--- src/sv/cbpg_pkg.sv ---
`timescale 1ns / 1ps
// ============================================================================
// Cubic Bezier point generator: shared definitions
// Widths, register indexes, request codes and the controller/datapath
// command and status structures.
// ============================================================================
package cbpg_pkg;

    localparam int MAX_POINTS_DEF  = 64;
    localparam int COORD_BITS_DEF  = 20;
    localparam int T_FRAC_BITS_DEF = 16;

    localparam int CFG_DATA_BITS  = 60;
    localparam int CFG_INDEX_BITS = 3;
    localparam int NUM_CTRL_PTS   = 4;
    localparam int NUM_AXES       = 3;
    localparam int NUM_LANES      = 3;
    localparam int LERP_STAGES    = 3;
    localparam int IDX_BITS       = 6;
    localparam int COUNT_BITS     = 7;

    localparam logic [CFG_INDEX_BITS-1:0] CFG_CTRL_POINT_0 = 3'd0;
    localparam logic [CFG_INDEX_BITS-1:0] CFG_CTRL_POINT_1 = 3'd1;
    localparam logic [CFG_INDEX_BITS-1:0] CFG_CTRL_POINT_2 = 3'd2;
    localparam logic [CFG_INDEX_BITS-1:0] CFG_CTRL_POINT_3 = 3'd3;

    localparam logic REQ_SINGLE = 1'b0;
    localparam logic REQ_RUN    = 1'b1;

    typedef struct packed {
        logic                set_single;
        logic                div_start;
        logic                run_init;
        logic                load_pts;
        logic                mul;
        logic                add;
        logic                out_load;
        logic                step_t;
        logic [IDX_BITS-1:0] span;
        logic [IDX_BITS-1:0] index;
        logic                last;
    } t_dp_cmd;

    typedef struct packed {
        logic div_done;
        logic out_free;
    } t_dp_status;

endpackage

--- src/sv/cbpg_ctrl.sv ---
`timescale 1ns / 1ps
// ============================================================================
// Cubic Bezier point generator: controller
// Sequences request intake, step division, the three subdivision stages of
// each point and the transfer of each point to the output register.
// ============================================================================
module cbpg_ctrl
    import cbpg_pkg::*;
#(
    parameter int MAX_POINTS = MAX_POINTS_DEF
) (
    input  logic                  i_clk,
    input  logic                  i_rst_n,
    input  logic                  i_in_valid,
    output logic                  o_in_stall,
    input  logic                  i_req_type,
    input  logic [COUNT_BITS-1:0] i_point_count,
    input  t_dp_status            i_status,
    output t_dp_cmd               o_cmd
);

    localparam logic [2:0] ST_IDLE = 3'd0;
    localparam logic [2:0] ST_DIV  = 3'd1;
    localparam logic [2:0] ST_LOAD = 3'd2;
    localparam logic [2:0] ST_MUL  = 3'd3;
    localparam logic [2:0] ST_ADD  = 3'd4;
    localparam logic [2:0] ST_OUT  = 3'd5;

    localparam logic [COUNT_BITS-1:0] MIN_COUNT = COUNT_BITS'(2);
    localparam logic [COUNT_BITS-1:0] MAX_COUNT = COUNT_BITS'(MAX_POINTS);
    localparam logic [1:0]            LAST_STAGE = 2'(LERP_STAGES - 1);

    logic [2:0]            r_state;
    logic [2:0]            n_state;
    logic [1:0]            r_stage;
    logic [1:0]            n_stage;
    logic [IDX_BITS-1:0]   r_k;
    logic [IDX_BITS-1:0]   n_k;
    logic [IDX_BITS-1:0]   r_span;
    logic [IDX_BITS-1:0]   n_span;
    logic                  r_single;
    logic                  n_single;

    logic [COUNT_BITS-1:0] w_count;
    logic [IDX_BITS-1:0]   w_span;
    logic                  w_accept;
    logic                  w_last;

    always_comb begin
        if (i_point_count < MIN_COUNT) begin
            w_count = MIN_COUNT;
        end else if (i_point_count > MAX_COUNT) begin
            w_count = MAX_COUNT;
        end else begin
            w_count = i_point_count;
        end
    end

    assign w_span     = IDX_BITS'(w_count - 1'b1);
    assign o_in_stall = (r_state != ST_IDLE);
    assign w_accept   = i_in_valid && (r_state == ST_IDLE);
    assign w_last     = r_single || (r_k == r_span);

    always_comb begin
        n_state  = r_state;
        n_stage  = r_stage;
        n_k      = r_k;
        n_span   = r_span;
        n_single = r_single;
        o_cmd            = '0;
        o_cmd.span       = w_span;
        o_cmd.index      = r_k;
        o_cmd.last       = w_last;
        case (r_state)
            ST_IDLE: begin
                if (w_accept) begin
                    n_k = '0;
                    if (i_req_type == REQ_RUN) begin
                        n_single        = 1'b0;
                        n_span          = w_span;
                        o_cmd.div_start = 1'b1;
                        n_state         = ST_DIV;
                    end else begin
                        n_single         = 1'b1;
                        o_cmd.set_single = 1'b1;
                        n_state          = ST_LOAD;
                    end
                end
            end
            ST_DIV: begin
                if (i_status.div_done) begin
                    o_cmd.run_init = 1'b1;
                    n_state        = ST_LOAD;
                end
            end
            ST_LOAD: begin
                o_cmd.load_pts = 1'b1;
                n_stage        = '0;
                n_state        = ST_MUL;
            end
            ST_MUL: begin
                o_cmd.mul = 1'b1;
                n_state   = ST_ADD;
            end
            ST_ADD: begin
                o_cmd.add = 1'b1;
                if (r_stage == LAST_STAGE) begin
                    n_state = ST_OUT;
                end else begin
                    n_stage = r_stage + 1'b1;
                    n_state = ST_MUL;
                end
            end
            ST_OUT: begin
                if (i_status.out_free) begin
                    o_cmd.out_load = 1'b1;
                    if (w_last) begin
                        n_state = ST_IDLE;
                    end else begin
                        o_cmd.step_t = 1'b1;
                        n_k          = r_k + 1'b1;
                        n_state      = ST_LOAD;
                    end
                end
            end
            default: begin
                n_state = ST_IDLE;
            end
        endcase
    end

    always_ff @(posedge i_clk) begin
        if (!i_rst_n) begin
            r_state  <= ST_IDLE;
            r_stage  <= '0;
            r_k      <= '0;
            r_span   <= '0;
            r_single <= 1'b0;
        end else begin
            r_state  <= n_state;
            r_stage  <= n_stage;
            r_k      <= n_k;
            r_span   <= n_span;
            r_single <= n_single;
        end
    end

endmodule

--- config.mk ---
export PLATFORM = sky130hd
export DESIGN_NAME = cbpg_ctrl
export DESIGN_NICKNAME = d
export VERILOG_FILES = /design/src/sv/cbpg_pkg.sv /design/src/sv/cbpg_ctrl.sv
export SDC_FILE = /design/constraint.sdc
export NUM_CORES = 1
export LEC_CHECK = 0
export BUFFER_PORTS_ARGS = -buffer_cell sky130_fd_sc_hd__buf_4
export CAP_MARGIN = 20
export CORE_MARGIN = 2
export CORE_UTILIZATION = 53
export CTS_BUF_LIST = sky130_fd_sc_hd__clkbuf_8
export DETAILED_ROUTE_END_ITERATION = 12
export PLACE_DENSITY = 0.81
export SYNTH_ARGS = -nofsm -noshare
export SYNTH_HDL_FRONTEND = slang
export SYNTH_SLANG_ARGS = --single-unit
--- constraint.sdc ---
create_clock -name i_clk -period 2.95 [get_ports i_clk]
set_input_delay 0.59 -clock i_clk [delete_from_list [all_inputs] [get_ports i_clk]]
set_output_delay 0.59 -clock i_clk [all_outputs]
set_load 0.01 [all_outputs]
==> flow_metrics.env, run 1 <==
export IMPL_status="finished with violations"
export IMPL_violations="setup timing"
export IMPL_setup_viol_count_final=1
export IMPL_wl_per_cell_um=13.88
export IMPL_rows=17
export IMPL_leakage_nw=0.7263
export IMPL_crit_required_ps=2360
export IMPL_port_buffers=34
export IMPL_min_period_over_period=1.019
export IMPL_min_from="r_stage[0]"
export IMPL_setup_slack_ps=-55.26
export IMPL_grt_overflow_total=0
export IMPL_r2r_setup_slack_ps=1120
export IMPL_cts_root_buf="clkbuf_8"
export IMPL_hold_violations=0
export IMPL_fp_dieW_um=51.73
export IMPL_rsz0062_at_grt="true"
export IMPL_slew_limit_headroom=0.6357
export IMPL_p_per_area_nw_per_um2=423.5
export IMPL_dpl_cell_area_um2=1508
export IMPL_max_clock_path_buffers=2
export IMPL_hold_buffers=0
export IMPL_hp_class="flop to flop"
export IMPL_coreArea_um2=2191
export IMPL_grt_total_usage=0.2377
export IMPL_ys_ff_latch=18
export IMPL_path_max_fanout=2
export IMPL_drt_pass1_iter_count=4
export IMPL_swShare=0.3046
export IMPL_diodes=0
export IMPL_ant_nets=0
export IMPL_layout_nets=205
export IMPL_syn_area_per_cell_um2=8.385
export IMPL_intPower_mw=0.4864
export IMPL_worstSetupEndpointType="output pin"
export IMPL_cts_clk_slew_worst_paths_ps=70
export IMPL_clk_latency_ps=250
export IMPL_netlist_area_um2=1207
export IMPL_area_growth_pct=36.79
export IMPL_die_area_um2=2676
export IMPL_syn_inst=144
export IMPL_peakVddDrop_uv=319.5
export IMPL_start_util=0.5511
export IMPL_synth_nets=160
export IMPL_reg2reg_from="r_state[0]"
export IMPL_cap_violations=0
export IMPL_stdcell_area_um2=1652
export IMPL_switchingPower_mw=0.2130
export IMPL_drt_first_iter_violations=16
export IMPL_ctsHtreeMaxLevel=1
export IMPL_reg2regPathDepth=4
export IMPL_layout_drive_gt1_share=0.3511
export IMPL_vias=1226
export IMPL_p_seq_frac=0.410
export IMPL_whs_path_depth=2
export IMPL_crit_type="primary input to output pin"
export IMPL_start_kind="primary input"
export IMPL_skew_ps=1.481
export IMPL_synth_top_flop_cell="dfxtp_1"
export IMPL_grt_pass1_wl_mm=4.754
export IMPL_grt_pass1_vias=1086
export IMPL_slew_viol_final=0
export IMPL_yosysUniqueCellTypes=48
export IMPL_holdPathEnd="r_stage[0]"
export IMPL_worst_pin_slew_ps=545.8
export IMPL_rr_endpoint="r_k[4]"
export IMPL_clockPowerShare=0.289
export IMPL_io_pins=35
export IMPL_synth_seq_area_share=0.2984
export IMPL_cts_tree="yes"
export IMPL_numCtsBuffers=3
export IMPL_combPwrFrac=0.300
export IMPL_die_h_um=51.73
export IMPL_post_place_ws_ps=-120.1
export IMPL_cts_sinks=18
export IMPL_grt_antenna_before_repair=0
export IMPL_synth_edf_count=0
export IMPL_route_detailed_drc=0
export IMPL_grt_max_degree=18
export IMPL_via_per_inst=5.676
export IMPL_ys_async_sr_fraction=0
export IMPL_dp_hpwl_mm=2.191
export IMPL_finalPower_mw=0.6995
export IMPL_synth_warnings=0
export IMPL_max_freq_mhz=332.8
export IMPL_cp_arrival_ps=2420
export IMPL_routabilityCongestion=0.8188
export IMPL_drt_total_wl_mm=2.999
export IMPL_period_needed_ps=3005
## worst max path at each step
stage                end  depth (start not counted)        startpoint
5_1_grt        o_cmd[11]                          9  i_point_count[4]
4_1_cts        o_cmd[11]                          9  i_point_count[2]
3_5_place_dp   o_cmd[11]                          9  i_point_count[2]
6_report       o_cmd[11]                          9  i_point_count[4]
3_3_place_gp   o_cmd[11]                          9  i_point_count[2]
2_1_floorplan  o_cmd[11]                          7  i_point_count[2]
## power groups by stage
stage | Clock, mW | Sequential, mW | Combinational [mW]
3_3_place_gp | 0 | 0.290 | 0.191
5_1_grt | 0.216 | 0.291 | 0.230
2_1_floorplan | 0 | 0.278 | 0.138
4_1_cts | 0.207 | 0.286 | 0.200
3_5_place_dp | 0 | 0.292 | 0.194
6_report | 0.202 | 0.287 | 0.210
## Yosys cell counts (4+ instances only)
cell,number,area share
dfxtp_1,18,0.30
nand2_1,13,0.040
nor2_1,12,0.037
or3_1,8,0.041
a21oi_1,7,0.029
inv_1,7,0.022
o21ai_0,7,0.029
mux2i_1,6,0.050
xor2_1,6,0.044
nor2b_1,5,0.026
nand3_1,4,0.017
nor3_1,4,0.017
## state kept, by name, indices dropped and copies added, names as in the netlist
| register | count |
|---|---|
| r_single | 1 |
| r_k | 6 |
| r_state | 3 |
| r_span | 6 |
| r_stage | 2 |
## what timing repair did
action,4_1_cts,5_1_grt
gates cloned,0,0
buffers inserted,2,4
pin swaps,2,5
endpoints found under the setup margin,1,1
resized for setup,3,7
## final cells by class
type                            count  area, um^2
Inverter                            8       30.03
Tap cell                           28       35.03
Fill cell                         163       539.3
Sequential cell                    18       360.3
Timing Repair Buffer               46       356.6
Clock buffer                        4       55.05
Multi-Input combinational cell    112       814.5
## per-stage QoR
stage	util	hold WS [ps]	TNS [ps]	instances
floorplan	-	443.6	0	144
CTS	0.7259	478.9	-67.49	212
global placement	0.6882	450.4	-41.92	206
finish	0.7539	482.5	-55.26	216
global route	0.7539	523.0	-93.14	216
detailed placement	0.6882	470.5	-120.1	206
## cell usage in the layout (no fill, tap or decap), types with 3 or more instances in the layout
| master | n |
|---|---|
| buf_4 | 43 |
| dfxtp_1 | 18 |
| nand2_1 | 13 |
| nor2_1 | 12 |
| a21oi_1 | 7 |
| or3_1 | 7 |
| o21ai_0 | 7 |
| inv_1 | 6 |
| xor2_1 | 6 |
| mux2i_1 | 6 |
| nor2b_1 | 5 |
| nor3_1 | 4 |
| clkbuf_8 | 4 |
| a211oi_1 | 3 |
| nand3_1 | 3 |
| buf_6 | 3 |
## critical path: stages
cell and delay, ps:
buf_6 90, or3_4 380, or3_4 390, nand3_4 110, ha_4 130, inv_2 40, o311a_1 300, or2_4 260
buf_6 120
## logic make-up after synthesis
logic type / count (synthesis) / share of synthesized area
flops: 18 / 0.2984
simple gates: 63 / 0.3182
compound gates: 30 / 0.1720
xor+xnor: 8 / 0.05803
fa+ha+maj: 3 / 0.03109
buf+inv: 14 / 0.05388
mux: 8 / 0.06839
## metal layers
layer  routed length (um)  GRT usage  part of all wire  vias up
met2                 1479     0.3803              0.49       41
met4                   77     0.1491             0.026        0
li1                     -          -                 -      611
met3                  109    0.04023             0.036        8
met1                 1333     0.2952              0.44      566
met5                    0          0                 0        -
Note: power is estimated with default switching activity, not from simulation.
==> run 2, diff against run 1 <==
--- a/config.mk
+++ b/config.mk
@@ -11,6 +11,7 @@
 export CORE_UTILIZATION = 53
 export CTS_BUF_LIST = sky130_fd_sc_hd__clkbuf_8
 export DETAILED_ROUTE_END_ITERATION = 12
+export MAX_ROUTING_LAYER = met4
 export PLACE_DENSITY = 0.81
 export SYNTH_ARGS = -nofsm -noshare
 export SYNTH_HDL_FRONTEND = slang
==> run 2 against run 1 <==
Net effect:
- the run still ends with setup timing left
- via count is 2.8% lower
- combinational power about the same
- setup slack about the same
- final cell count is the same
- cell area is the same
- sequential power barely moved
- largest power group unchanged
- highest routed layer unchanged
==> flow_metrics.env, run 2 (synthesis gave the netlist of run 1 again) <==
export IMPL_status="finished with violations"
export IMPL_violations="setup timing"
export IMPL_ctsHtreeMaxLevel=1
export IMPL_diodes=0
export IMPL_die_h_um=51.73
export IMPL_leakage_nw=0.7263
export IMPL_max_freq_mhz=332.7
export IMPL_dpl_cell_area_um2=1508
export IMPL_start_util=0.5511
export IMPL_worstSetupEndpointType="output pin"
export IMPL_setup_slack_ps=-55.27
export IMPL_p_per_area_nw_per_um2=423.7
export IMPL_fp_dieW_um=51.73
export IMPL_route_detailed_drc=0
export IMPL_hold_buffers=0
export IMPL_hold_violations=0
export IMPL_drt_pass1_iter_count=4
export IMPL_cp_arrival_ps=2420
export IMPL_reg2reg_from="r_state[2]"
export IMPL_coreArea_um2=2191
export IMPL_max_clock_path_buffers=2
export IMPL_rows=17
export IMPL_cp_endpoint="o_cmd[11]"
export IMPL_crit_type="primary input to output pin"
export IMPL_final_common_cell="buf_4"
export IMPL_vias=1192
export IMPL_slew_viol_final=0
export IMPL_cts_sinks=18
export IMPL_cts_tree="yes"
export IMPL_final_cell_mix="buf_4, dfxtp_1, nand2_1"
export IMPL_hp_class="flop to flop"
export IMPL_grt_total_usage=0.2439
export IMPL_slew_limit_headroom=0.6339
export IMPL_grt_overflow_total=0
export IMPL_clk_latency_ps=250
export IMPL_path_max_fanout=2
export IMPL_grt_antenna_before_repair=0
export IMPL_start_kind="primary input"
export IMPL_wl_per_cell_um=14.18
export IMPL_crit_required_ps=2360
export IMPL_setup_viol_count_final=1
export IMPL_startpoint="i_point_count[4]"
export IMPL_reg_top3="r_k (6), r_span (6), r_state (3)"
export IMPL_path_cells="buf_6 -> or3_4 -> or3_4 -> nand3_4 -> ha_4 -> inv_2 -> o311a_1 -> or2_4 -> buf_6"
export IMPL_ant_nets=0
export IMPL_port_buffers=34
export IMPL_dp_hpwl_mm=2.191
export IMPL_area_growth_pct=36.79
export IMPL_reg2regPathDepth=4
export IMPL_layout_nets=205
export IMPL_cp_slowest_cell="or3_4"
export IMPL_whs_path_depth=2
export IMPL_worst_pin_slew_ps=548.4
export IMPL_cap_violations=0
export IMPL_rsz0062_at_grt="true"
export IMPL_period_needed_ps=3005
export IMPL_r2r_setup_slack_ps=1110
export IMPL_numCtsBuffers=3
export IMPL_grt_pass1_vias=1085
export IMPL_min_period_over_period=1.019
export IMPL_rr_endpoint="r_k[4]"
export IMPL_io_pins=35
export IMPL_via_per_inst=5.519
export IMPL_cts_clk_slew_worst_paths_ps=70
export IMPL_skew_ps=1.251
export IMPL_drt_total_wl_mm=3.063
export IMPL_setup_tns_final_ps=-55.27
export IMPL_cts_root_buf="clkbuf_8"
export IMPL_routabilityCongestion=0.8310
export IMPL_max_stage_delay_ps=390
export IMPL_grt_pass1_wl_mm=4.761
export IMPL_grt_max_degree=18
export IMPL_drt_first_iter_violations=13
export IMPL_peakVddDrop_uv=320.4
export IMPL_layout_drive_gt1_share=0.3511
export IMPL_stdcell_area_um2=1652
export IMPL_die_area_um2=2676
## run 2: cell counts in the layout (fill, tap and decap cells not counted)
No cell type changed its count.
## run 2: layout make-up
cell class / count / area, um^2
clock buffers: 4 / 55.05
multi-input cells: 112 / 814.5
repair buffers: 46 / 356.6
flip-flops and latches: 18 / 360.3
inverters: 8 / 30.03
well taps: 28 / 35.03
fillers: 163 / 539.3
## run 2: metal layers
| metal | track usage | wire (um) | up-vias |
|---|---|---|---|
| li1 | - | - | 608 |
| met1 | 0.2952 | 1404 | 543 |
| met2 | 0.3803 | 1480 | 33 |
| met3 | 0.04023 | 101 | 8 |
| met4 | 0.1491 | 77 | 0 |
| met5 | - | 0 | - |
## run 2: repair_timing
action | 4_1_cts | 5_1_grt
pin swaps | 2 | 5
setup endpoints to repair | 1 | 1
setup buffers | 2 | 4
gates resized for setup | 3 | 7
## run 2: how the worst min path moves through the flow
stage,start,slack [ps],end
6_report,r_stage[0],480,r_stage[0]
5_1_grt,r_span[4],520,r_span[4]
4_1_cts,r_stage[0],480,r_stage[0]
3_5_place_dp,r_stage[0],470,r_stage[0]
3_3_place_gp,r_stage[0],450,r_stage[0]
2_1_floorplan,r_stage[0],440,r_stage[0]
## run 2: power by group
part           switching [mW]  total [mW]  internal (mW)
Combinational           0.102       0.211          0.110
Sequential             0.0285       0.287          0.258
Clock                  0.0833       0.202          0.119
## run 2: worst max-delay path, delay by kind of cell
kind / cells / cell delay, ps
AOI/OAI and AO/OA: 1 / 300
buffers and inverters: 3 / 250
and+or+nand+nor: 4 / 1140
adders and majority gates: 1 / 130
## run 2: through the flow
step           cells  hold WS [ps]    util  worst slack (ps)  power, mW
2_1_floorplan    144         443.6       -             109.5     0.4155
3_3_place_gp     206         450.4  0.6882            -41.92     0.4805
3_5_place_dp     206         470.5  0.6882            -120.1     0.4860
4_1_cts          212         478.9  0.7259            -67.49     0.6927
5_1_grt          216         523.0  0.7539            -93.14     0.7356
6_report         216         482.3  0.7539            -55.27     0.6997
